### src/design/ktl_pkg.sv
// Package for the keyword token lexer: token kinds, error codes, scan modes,
// source byte constants, the keyword table and the byte classifier.
// No dependencies.
package ktl_pkg;

	// default for the top-level token length limit
	localparam int MaxTokenLenDef = 128;

	// result field widths
	localparam int KindW  = 5;
	localparam int ValueW = 31;
	localparam int LetW   = 5;

	// output queue depth: room for the two results one byte may cause, plus slack
	localparam int OutDepth = 4;

	typedef logic [KindW-1:0]  kind_t;
	typedef logic [ValueW-1:0] value_t;
	typedef logic [LetW-1:0]   let_t;

	// token kinds
	localparam kind_t K_EQL   = 5'd13;
	localparam kind_t K_NOT   = 5'd14;
	localparam kind_t K_LES   = 5'd15;
	localparam kind_t K_GRT   = 5'd16;
	localparam kind_t K_PLS   = 5'd17;
	localparam kind_t K_MIN   = 5'd18;
	localparam kind_t K_MUL   = 5'd19;
	localparam kind_t K_DIV   = 5'd20;
	localparam kind_t K_NLN   = 5'd21;
	localparam kind_t K_NUM   = 5'd22;
	localparam kind_t K_IDENT = 5'd23;
	localparam kind_t K_SCHR  = 5'd24;
	localparam kind_t K_SEND  = 5'd25;
	localparam kind_t K_TEXT  = 5'd26;
	localparam kind_t K_INPUT = 5'd27;
	localparam kind_t K_ERR   = 5'd28;

	// error codes carried in the value field of an error token
	localparam value_t E_HALTED  = 31'd0;
	localparam value_t E_BADCHAR = 31'd1;
	localparam value_t E_BADWORD = 31'd2;
	localparam value_t E_FLOAT   = 31'd3;
	localparam value_t E_TOOLONG = 31'd4;
	localparam value_t E_STRCHAR = 31'd5;
	localparam value_t E_UNCLOSED = 31'd6;

	localparam value_t NUM_MAX = 31'h7FFF_FFFF;

	// scan modes
	localparam logic [1:0] MODE_IDLE = 2'd0;
	localparam logic [1:0] MODE_WORD = 2'd1;
	localparam logic [1:0] MODE_NUM  = 2'd2;
	localparam logic [1:0] MODE_STR  = 2'd3;

	// source bytes
	localparam logic [7:0] CH_NUL   = 8'h00;
	localparam logic [7:0] CH_TAB   = 8'h09;
	localparam logic [7:0] CH_LF    = 8'h0A;
	localparam logic [7:0] CH_CR    = 8'h0D;
	localparam logic [7:0] CH_SPACE = 8'h20;
	localparam logic [7:0] CH_BANG  = 8'h21;
	localparam logic [7:0] CH_QUOTE = 8'h22;
	localparam logic [7:0] CH_PCT   = 8'h25;
	localparam logic [7:0] CH_STAR  = 8'h2A;
	localparam logic [7:0] CH_PLUS  = 8'h2B;
	localparam logic [7:0] CH_DASH  = 8'h2D;
	localparam logic [7:0] CH_DOT   = 8'h2E;
	localparam logic [7:0] CH_SLASH = 8'h2F;
	localparam logic [7:0] CH_ZERO  = 8'h30;
	localparam logic [7:0] CH_NINE  = 8'h39;
	localparam logic [7:0] CH_LT    = 8'h3C;
	localparam logic [7:0] CH_EQ    = 8'h3D;
	localparam logic [7:0] CH_GT    = 8'h3E;
	localparam logic [7:0] CH_UA    = 8'h41;
	localparam logic [7:0] CH_UZ    = 8'h5A;
	localparam logic [7:0] CH_BSL   = 8'h5C;
	localparam logic [7:0] CH_LA    = 8'h61;
	localparam logic [7:0] CH_LZ    = 8'h7A;
	localparam logic [7:0] CH_EOI   = 8'hFF;

	// keyword table, letters as indexes a=0 .. z=25, unused tail is zero
	localparam int NKeys  = 13;
	localparam int MaxWord = 6;

	localparam logic [2:0] KW_LEN [NKeys] = '{
		3'd5, 3'd2, 3'd4, 3'd5, 3'd2, 3'd5, 3'd4, 3'd3, 3'd5, 3'd3, 3'd4, 3'd6, 3'd4
	};

	localparam let_t KW_CHR [NKeys][MaxWord] = '{
		'{5'd15, 5'd17, 5'd8,  5'd13, 5'd19, 5'd0 },  // print
		'{5'd8,  5'd5,  5'd0,  5'd0,  5'd0,  5'd0 },  // if
		'{5'd19, 5'd7,  5'd4,  5'd13, 5'd0,  5'd0 },  // then
		'{5'd22, 5'd7,  5'd8,  5'd11, 5'd4,  5'd0 },  // while
		'{5'd3,  5'd14, 5'd0,  5'd0,  5'd0,  5'd0 },  // do
		'{5'd11, 5'd0,  5'd1,  5'd4,  5'd11, 5'd0 },  // label
		'{5'd6,  5'd14, 5'd19, 5'd14, 5'd0,  5'd0 },  // goto
		'{5'd11, 5'd4,  5'd19, 5'd0,  5'd0,  5'd0 },  // let
		'{5'd8,  5'd13, 5'd15, 5'd20, 5'd19, 5'd0 },  // input
		'{5'd4,  5'd13, 5'd3,  5'd0,  5'd0,  5'd0 },  // end
		'{5'd15, 5'd17, 5'd14, 5'd2,  5'd0,  5'd0 },  // proc
		'{5'd17, 5'd4,  5'd19, 5'd20, 5'd17, 5'd13},  // return
		'{5'd2,  5'd0,  5'd11, 5'd11, 5'd0,  5'd0 }   // call
	};

	// what a byte does when it starts a token
	typedef struct packed {
		logic  skip;
		logic  emit;
		kind_t kind;
		logic  quote;
		logic  letter;
		logic  digit;
	} cls_t;

	function automatic cls_t classify(input logic [7:0] c);
		cls_t r;
		r        = '0;
		r.letter = (c >= CH_UA && c <= CH_UZ) || (c >= CH_LA && c <= CH_LZ);
		r.digit  = (c >= CH_ZERO && c <= CH_NINE);
		case (c)
			CH_SPACE, CH_TAB, CH_CR: r.skip = 1'b1;
			CH_NUL:   begin r.emit = 1'b1; r.kind = K_TEXT;  end
			CH_EOI:   begin r.emit = 1'b1; r.kind = K_INPUT; end
			CH_LF:    begin r.emit = 1'b1; r.kind = K_NLN;   end
			CH_PLUS:  begin r.emit = 1'b1; r.kind = K_PLS;   end
			CH_DASH:  begin r.emit = 1'b1; r.kind = K_MIN;   end
			CH_STAR:  begin r.emit = 1'b1; r.kind = K_MUL;   end
			CH_SLASH: begin r.emit = 1'b1; r.kind = K_DIV;   end
			CH_EQ:    begin r.emit = 1'b1; r.kind = K_EQL;   end
			CH_BANG:  begin r.emit = 1'b1; r.kind = K_NOT;   end
			CH_GT:    begin r.emit = 1'b1; r.kind = K_GRT;   end
			CH_LT:    begin r.emit = 1'b1; r.kind = K_LES;   end
			CH_QUOTE: r.quote = 1'b1;
			default:  r.skip = 1'b0;
		endcase
		return r;
	endfunction

	// case-folded letter index
	function automatic let_t fold(input logic [7:0] c);
		logic [7:0] t;
		t = (c | 8'h20) - CH_LA;
		return t[LetW-1:0];
	endfunction

endpackage

### src/design/keyword_token_lexer.sv
// Keyword token lexer top level: input byte register, single-pass scanner
// logic and a small result queue. Depends on ktl_pkg.
//
// Usage:
//   Source bytes enter on the s_ channel, one byte per transfer (s_tdata).
//   Tokens leave on the m_ channel: m_tuser is the token kind, m_tdata the
//   value (number, letter index, string byte or error code), and m_tlast marks
//   the last token caused by one source byte. A byte may cause no token
//   (blank, or a letter/digit inside a run), one, or two (a word or number
//   ended by an operator or other one-byte token, or by a bad byte).
//   A token passes through the input byte register and then the result queue
//   before it shows on m_tvalid. Throughput: one byte per cycle while the
//   receiver keeps up; a byte that causes two tokens needs two output
//   transfers. The scanner takes a byte only when the 4-entry result queue
//   has room for two results, so a stalled receiver backs up into s_tready
//   and no token is lost.
//   Reset clears the scan mode, counters, the halt flag and the queue; the
//   block is ready right after reset. Any error halts the scanner, which then
//   answers every byte with an error token until the next reset.
module keyword_token_lexer #(
	parameter int MAX_TOKEN_LEN = ktl_pkg::MaxTokenLenDef
) (
	input  logic        clk,
	input  logic        arst_n,
	// source bytes
	input  logic        s_tvalid,
	output logic        s_tready,
	input  logic [7:0]  s_tdata,   // [7:0] ch
	// tokens
	output logic        m_tvalid,
	input  logic        m_tready,
	output logic [31:0] m_tdata,   // [30:0] value, [31] zero fill
	output logic [4:0]  m_tuser,   // [4:0] kind
	output logic        m_tlast
);
	import ktl_pkg::*;

	localparam int TLW = $clog2(MAX_TOKEN_LEN);
	localparam logic [TLW-1:0] TOK_LIMIT = TLW'(MAX_TOKEN_LEN - 2);
	localparam int PW = $clog2(OutDepth);
	localparam int CW = $clog2(OutDepth + 1);

	// input register
	logic       valid_s1;
	logic [7:0] ch_s1;

	// scanner state
	logic [1:0]     mode_q;
	let_t           letters_q [MaxWord];
	logic [2:0]     wlen_q;
	value_t         num_q;
	logic [TLW-1:0] tok_q;
	logic           halt_q;

	// result queue
	kind_t          qkind_q [OutDepth];
	value_t         qval_q  [OutDepth];
	logic           qlast_q [OutDepth];
	logic [PW-1:0]  wr_ptr_q, rd_ptr_q;
	logic [CW-1:0]  cnt_q;

	// next-state and results of the scanner
	logic [1:0]     mode_d;
	logic [2:0]     wlen_d;
	value_t         num_d;
	logic [TLW-1:0] tok_d;
	logic           halt_d;
	logic           let_we;
	logic [2:0]     let_idx;
	let_t           let_val;
	kind_t          res_kind [2];
	value_t         res_val  [2];
	logic [1:0]     res_cnt;

	logic           consume, pop;
	cls_t           cls;
	logic           kw_hit;
	kind_t          kw_kind;
	logic [34:0]    num_ext;
	value_t         num_sat;

	assign pop      = m_tvalid && m_tready;
	assign consume  = valid_s1 && (cnt_q <= CW'(OutDepth - 2));
	assign s_tready = !valid_s1 || consume;

	// input register
	always_ff @(posedge clk or negedge arst_n) begin
		if (!arst_n) begin
			valid_s1 <= 1'b0;
		end else if (s_tready) begin
			valid_s1 <= s_tvalid;
		end
	end

	always_ff @(posedge clk) begin
		if (s_tvalid && s_tready) begin
			ch_s1 <= s_tdata;
		end
	end

	assign cls = classify(ch_s1);

	// keyword lookup on the collected letters, first match wins
	always_comb begin
		logic m;
		kw_hit  = 1'b0;
		kw_kind = '0;
		for (int k = NKeys - 1; k >= 0; k--) begin
			m = (wlen_q == KW_LEN[k]);
			for (int i = 0; i < MaxWord; i++) begin
				if (3'(i) < wlen_q && letters_q[i] != KW_CHR[k][i]) begin
					m = 1'b0;
				end
			end
			if (m) begin
				kw_hit  = 1'b1;
				kw_kind = KindW'(k);
			end
		end
	end

	// number times ten plus digit, saturating
	assign num_ext = {1'b0, num_q, 3'b000} + {3'b000, num_q, 1'b0} + {31'd0, ch_s1[3:0]};
	assign num_sat = (num_ext[34:31] != 4'd0) ? NUM_MAX : num_ext[30:0];

	// scanner: one byte in, up to two results out
	always_comb begin
		logic do_start;
		logic failed;
		mode_d   = mode_q;
		wlen_d   = wlen_q;
		num_d    = num_q;
		tok_d    = tok_q;
		halt_d   = halt_q;
		let_we   = 1'b0;
		let_idx  = wlen_q;
		let_val  = fold(ch_s1);
		res_kind = '{default: '0};
		res_val  = '{default: '0};
		res_cnt  = 2'd0;
		do_start = 1'b0;
		failed   = 1'b0;

		if (halt_q) begin
			res_kind[0] = K_ERR;
			res_val[0]  = E_HALTED;
			res_cnt     = 2'd1;
		end else begin
			case (mode_q)
				MODE_STR: begin
					if (ch_s1 == CH_QUOTE) begin
						mode_d      = MODE_IDLE;
						tok_d       = '0;
						res_kind[0] = K_SEND;
						res_cnt     = 2'd1;
					end else if (ch_s1 == CH_LF || ch_s1 == CH_TAB || ch_s1 == CH_CR ||
						ch_s1 == CH_BSL || ch_s1 == CH_PCT) begin
						failed     = 1'b1;
						res_val[0] = E_STRCHAR;
					end else if (ch_s1 == CH_NUL || ch_s1 == CH_EOI) begin
						failed     = 1'b1;
						res_val[0] = E_UNCLOSED;
					end else if (tok_q == TOK_LIMIT) begin
						failed     = 1'b1;
						res_val[0] = E_TOOLONG;
					end else begin
						tok_d       = tok_q + TLW'(1);
						res_kind[0] = K_SCHR;
						res_val[0]  = {23'd0, ch_s1};
						res_cnt     = 2'd1;
					end
				end
				MODE_WORD: begin
					if (cls.letter) begin
						let_we = (wlen_q < 3'd6);
						if (wlen_q < 3'd7) begin
							wlen_d = wlen_q + 3'd1;
						end
					end else begin
						mode_d = MODE_IDLE;
						wlen_d = 3'd0;
						if (wlen_q == 3'd1) begin
							res_kind[0] = K_IDENT;
							res_val[0]  = {26'd0, letters_q[0]};
							res_cnt     = 2'd1;
							do_start    = 1'b1;
						end else if (kw_hit) begin
							res_kind[0] = kw_kind;
							res_cnt     = 2'd1;
							do_start    = 1'b1;
						end else begin
							failed     = 1'b1;
							res_val[0] = E_BADWORD;
						end
					end
				end
				MODE_NUM: begin
					if (cls.digit) begin
						num_d = num_sat;
						tok_d = tok_q + TLW'(1);
						if (tok_q == TOK_LIMIT) begin
							failed     = 1'b1;
							res_val[0] = E_TOOLONG;
						end
					end else if (ch_s1 == CH_DOT) begin
						failed     = 1'b1;
						res_val[0] = E_FLOAT;
					end else begin
						res_kind[0] = K_NUM;
						res_val[0]  = num_q;
						res_cnt     = 2'd1;
						mode_d      = MODE_IDLE;
						num_d       = '0;
						tok_d       = '0;
						do_start    = 1'b1;
					end
				end
				default: begin
					do_start = 1'b1;
				end
			endcase

			// byte handled as the start of a token
			if (do_start) begin
				if (cls.skip) begin
					res_cnt = res_cnt;
				end else if (cls.emit) begin
					res_kind[res_cnt[0]] = cls.kind;
					res_val[res_cnt[0]]  = '0;
					res_cnt              = res_cnt + 2'd1;
				end else if (cls.quote) begin
					mode_d = MODE_STR;
					tok_d  = '0;
				end else if (cls.letter) begin
					mode_d  = MODE_WORD;
					let_we  = 1'b1;
					let_idx = 3'd0;
					wlen_d  = 3'd1;
				end else if (cls.digit) begin
					mode_d = MODE_NUM;
					num_d  = {27'd0, ch_s1[3:0]};
					tok_d  = TLW'(1);
				end else begin
					failed              = 1'b1;
					res_val[res_cnt[0]] = E_BADCHAR;
				end
			end

			// any error: halt and report, always as the final result
			if (failed) begin
				halt_d               = 1'b1;
				mode_d               = MODE_IDLE;
				wlen_d               = 3'd0;
				num_d                = '0;
				tok_d                = '0;
				let_we               = 1'b0;
				res_kind[res_cnt[0]] = K_ERR;
				res_cnt              = res_cnt + 2'd1;
			end
		end
	end

	// scanner state registers
	always_ff @(posedge clk or negedge arst_n) begin
		if (!arst_n) begin
			mode_q <= MODE_IDLE;
			wlen_q <= 3'd0;
			num_q  <= '0;
			tok_q  <= '0;
			halt_q <= 1'b0;
		end else if (consume) begin
			mode_q <= mode_d;
			wlen_q <= wlen_d;
			num_q  <= num_d;
			tok_q  <= tok_d;
			halt_q <= halt_d;
		end
	end

	// word letters, written at the current word length while it is below six
	always_ff @(posedge clk) begin
		if (consume && let_we) begin
			letters_q[let_idx] <= let_val;
		end
	end

	// result queue storage
	always_ff @(posedge clk) begin
		if (consume) begin
			for (int i = 0; i < 2; i++) begin
				if (2'(i) < res_cnt) begin
					qkind_q[wr_ptr_q + PW'(i)] <= res_kind[i];
					qval_q[wr_ptr_q + PW'(i)]  <= res_val[i];
					qlast_q[wr_ptr_q + PW'(i)] <= (2'(i + 1) == res_cnt);
				end
			end
		end
	end

	// result queue pointers and fill count
	always_ff @(posedge clk or negedge arst_n) begin
		if (!arst_n) begin
			wr_ptr_q <= '0;
			rd_ptr_q <= '0;
			cnt_q    <= '0;
		end else begin
			if (consume) begin
				wr_ptr_q <= wr_ptr_q + PW'(res_cnt);
			end
			if (pop) begin
				rd_ptr_q <= rd_ptr_q + PW'(1);
			end
			cnt_q <= cnt_q + (consume ? CW'(res_cnt) : CW'(0)) - (pop ? CW'(1) : CW'(0));
		end
	end

	// output channel
	assign m_tvalid = (cnt_q != '0);
	assign m_tuser  = qkind_q[rd_ptr_q];
	assign m_tdata  = {1'b0, qval_q[rd_ptr_q]};
	assign m_tlast  = qlast_q[rd_ptr_q];

endmodule
### config.mk
export PLATFORM = sky130hd
export DESIGN_NAME = keyword_token_lexer
export DESIGN_NICKNAME = d
export VERILOG_FILES = /design/src/design/ktl_pkg.sv /design/src/design/keyword_token_lexer.sv
export SDC_FILE = /design/constraint.sdc
export NUM_CORES = 1
export LEC_CHECK = 0
export BUFFER_PORTS_ARGS = -buffer_cell sky130_fd_sc_hd__buf_4
export CORE_ASPECT_RATIO = 0.7
export CORE_MARGIN = 2
export CORE_UTILIZATION = 40
export DETAILED_ROUTE_END_ITERATION = 8
export SYNTH_ARGS = -nofsm -noshare
export SYNTH_HDL_FRONTEND = slang
export SYNTH_SLANG_ARGS = --single-unit
### constraint.sdc
create_clock -name clk -period 15 [get_ports clk]
set_input_delay 2.25 -clock clk [delete_from_list [all_inputs] [get_ports clk]]
set_output_delay 2.25 -clock clk [all_outputs]
set_load 0.01 [all_outputs]
==> impl_results.md <==
- Run status: complete, no violations
- R2R Path Start: wlen_q[0]
- Crit path to: qlast_q[3]
- Post-DR wirelength/cell: around 23 microns
- N_diodes: 0
- Gate count of the mapped netlist: 1558
- Routed Antenna Nets: 0
- Via-to-Cell Ratio: 6.39
- Multi-input gate area: ~8500 sq um
- Core ar.: 36100 sq um
- Largest net degree at the start of global routing: approximately 120
- TritonCTS clock tree: done
- Initial antenna violation count: 0
- Die width: between 200 and 250 microns
- Sw power: around 0.00067 W
- Pwr per Cell Area: 119 nW/um^2
- Final std cell area, no fill: 16300 sq um
- Synthesis warning total: 0
- Max_cap viols: 0
- Synth Flop Type: dfxtp_1
- Drt pass-1 iters: 5
- FP Rows: 58
- Final WL: 46500 microns
- Setup tns final: 0 ns
- Clk pwr share: a little over a third
- Leak: approximately 6 nW
- Die H: about 160 microns
- Path depth of the worst reg2reg path: 18
- Worst EP required: between 15 and 20 ns
- Mapped Avg Cell Area: 9.47 sq um
- Slew @ Worst Pin: ~1.2 ns
- H-tree levels: 1
- Comb pwr share: 24.3%
- CP endpoint kind: register
- GRT Overall Usage: a little under a quarter
- RSZ-0062 raised after global routing: false
- Worst relative slew slack: ~17%
- Critical path startpoint category: register
- Fin crit share: 49.2%
- Vias in the first global route: ~12k
- Flop2flop setup slack: 7.61 ns
- Cts repair resizes: 0
- Clk buf depth: 3
- Fraction of layout instances using a drive strength above 1: between 10% and 20%
- CP Launch Point: wlen_q[0]
- CP max-delay cell: nand2_1
- Dpl hpwl: approximately 33000 microns
- Synth Register Bits: about 240
- Number of library cell types mapped by synthesis: 94
- GP Congestion: roughly 0.94
- TritonCTS Buffers: 27
- IO Port Bufs: 50
- Seq pwr share: 40.2%
- Asr flop ratio synth: 21.8%
- Clock Latency Late Sink: 0.57 ns
- Dpl cells: ~2k
- Final slew viol count: 0
- DRT iter0 DRCs: about 1.5k
- Hold buffers post-CTS: 0
- Fill cells: 3498
- Clock sinks: approximately 240
- Wire length of the first global-routing pass: roughly 72000 microns
- Setup Skew: around 0.026 ns
- Tmin final: 7.39 ns
- Post-synth EDFFs: 66
- Worst EP arrival: between 7 and 8 ns
- F_max: around 0.14 GHz
- Most frequent cells in the layout: nand2_1, dfxtp_1, nor2_1
- Post-layout util: between 40% and 50%
- Via count: between 10k and 15k
- Setup Buffers After CTS: 0
- Max IR drop VDD: approximately 0.08 mV
- DRC: 0
- DIE AREA: about 38000 sq um
- Root Driver: clkbuf_16
- Worst Hold Class: reg2reg
- Final Hold Viols: 0
- R2R Path End: qlast_q[3]
- Crit-path max FO: 24
- Starting density of the core: approximately two fifths
- Ports: 52
- Setup-failing EPs final: 0
- Crit path cell chain: clkinv_1 > ha_1 > nand3b_1 > nor4_1 > a32oi_1 > o21ai_0 > a211oi_4 > a21oi_1 > nor2_1 > inv_1 > ha_1 > and3_1 > nor4bb_1 > a22oi_1 > xnor2_1 > a221o_1 > nand2_1 > nand2_1
- Sw frac: 34.3%
- Cell Area, Placed: 15400 sq um
- Critical path type: reg2reg
- Synthesized cell area: 14800 sq um
- Seq/Total Area, Yosys: between 30% and 40%
- Total Power: a little under 0.002 W
- Most common cell after layout, fill and taps aside: nand2_1
- Register Area: about 5700 sq um
- Max incr delay on CP: 0.79 ns
- Cell internal pwr: roughly 0.0013 W
- Congestion Overflow GR: 0
- NumNets Final: 1637
- Clk slew on worst S/H paths: 0.06 ns
- Non-filler cells, final: approximately 2k
- Synthesized Nets: 1649
- Area delta synth->final: 10.7%
==> Yosys cell counts, types with 11 or more instances <==
master	count	area share, %
a21o_1	25	1.3
a21oi_1	71	2.4
a31o_1	38	2.3
a31o_2	28	1.7
a31oi_1	12	0.51
and3_1	16	0.68
buf_2	28	0.95
clkbuf_1	64	1.6
dfrtp_1	52	8.8
dfxtp_1	120	16
edfxtp_1	66	13
ha_1	76	6.4
inv_1	29	0.74
mux4_2	37	5.6
nand2_1	124	3.2
nand2b_1	24	1.0
nand3_1	47	1.6
nand4_1	22	0.93
nor2_1	91	2.3
nor2b_1	14	0.59
nor3_1	45	1.5
nor4_1	85	3.6
o211ai_1	51	2.6
o21ai_0	79	2.7
o21ai_1	37	1.3
o2bb2ai_1	28	1.7
or3_1	11	0.47
xnor2_1	20	1.2
xor2_1	12	0.71
==> cell type report <==
type / instances / area share [%]
Clock inverter: 13 / 1.01
Sequential cell: 238 / 34.8
Timing Repair Buffer: 67 / 3.08
Clock buffer: 37 / 4.62
Inverter: 32 / 0.735
Tap cell: 480 / 3.67
Multi-Input combinational cell: 1180 / 52.1
==> flip-flops by register name, indices dropped and copies added, names as in the netlist, 3 cells and up <==
| signal | count |
|---|---|
| num_q | 31 |
| ch_s1 | 8 |
| tok_q | 7 |
| qkind_q | 20 |
| letters_q | 30 |
| qlast_q | 4 |
| wlen_q | 3 |
| qval_q | 124 |
| cnt_q | 3 |
==> worst min-delay path by stage <==
stage / depth (start not counted) / endpoint / from / slack [ns]
2_1_floorplan: 2 / qval_q[2][1] / qval_q[2][1] / 0.43
3_3_place_gp: 2 / qval_q[1][1] / qval_q[1][1] / 0.44
3_5_place_dp: 2 / qval_q[1][6] / qval_q[1][6] / 0.44
4_1_cts: 2 / qval_q[1][6] / qval_q[1][6] / 0.45
5_1_grt: 2 / qval_q[2][6] / qval_q[2][6] / 0.48
6_report: 2 / qval_q[2][5] / qval_q[2][5] / 0.45
==> routing by layer <==
layer  track usage (%)  part of all wire, %  wire [microns]  vias up
met3              5.73                  9.4            4360       47
li1                  -                    -               -     6033
met4              4.09                  1.2             560        0
met1              38.7                   50           23400     6429
met2              31.7                   39           18200      573
met5                 0                    0               0        -
==> metrics by stage <==
stage / hold WS [ns] / setup slack [ns]
floorplan: 0.425 / 9.91
global placement: 0.435 / 8.05
detailed placement: 0.440 / 7.78
CTS: 0.451 / 7.78
global route: 0.483 / 7.08
finish: 0.450 / 7.61
==> power groups by stage <==
stage	clock network [W]	registers, W	logic, W
floorplan	0	0.000731	0.000374
global placement	0	0.000791	0.000462
detailed placement	0	0.000793	0.000464
CTS	0.000697	0.000779	0.000467
global route	0.000726	0.000786	0.000508
finish	0.000690	0.000780	0.000471
==> kinds of logic after synthesis <==
logic type               share of synthesized area [%]
buffers and inverters                             3.98
flip-flops                                        38.5
XOR/XNOR                                          1.90
adder cells (fa/ha/maj)                           6.85
other                                           0.0254
multiplexers                                      6.15
AND/OR/NAND/NOR                                   19.6
AO/OA/AOI/OAI                                     23.0
==> critical path: cells and delay by family, from the launching register on <==
kind | cells | cell delay (ns)
xor+xnor | 1 | 0.77
buf+inv | 2 | 0.52
simple gates | 7 | 2.06
fa+ha+maj | 2 | 0.65
flops | 1 | 0.74
compound gates | 6 | 2.29
Note: power is estimated with default switching activity, not from simulation.
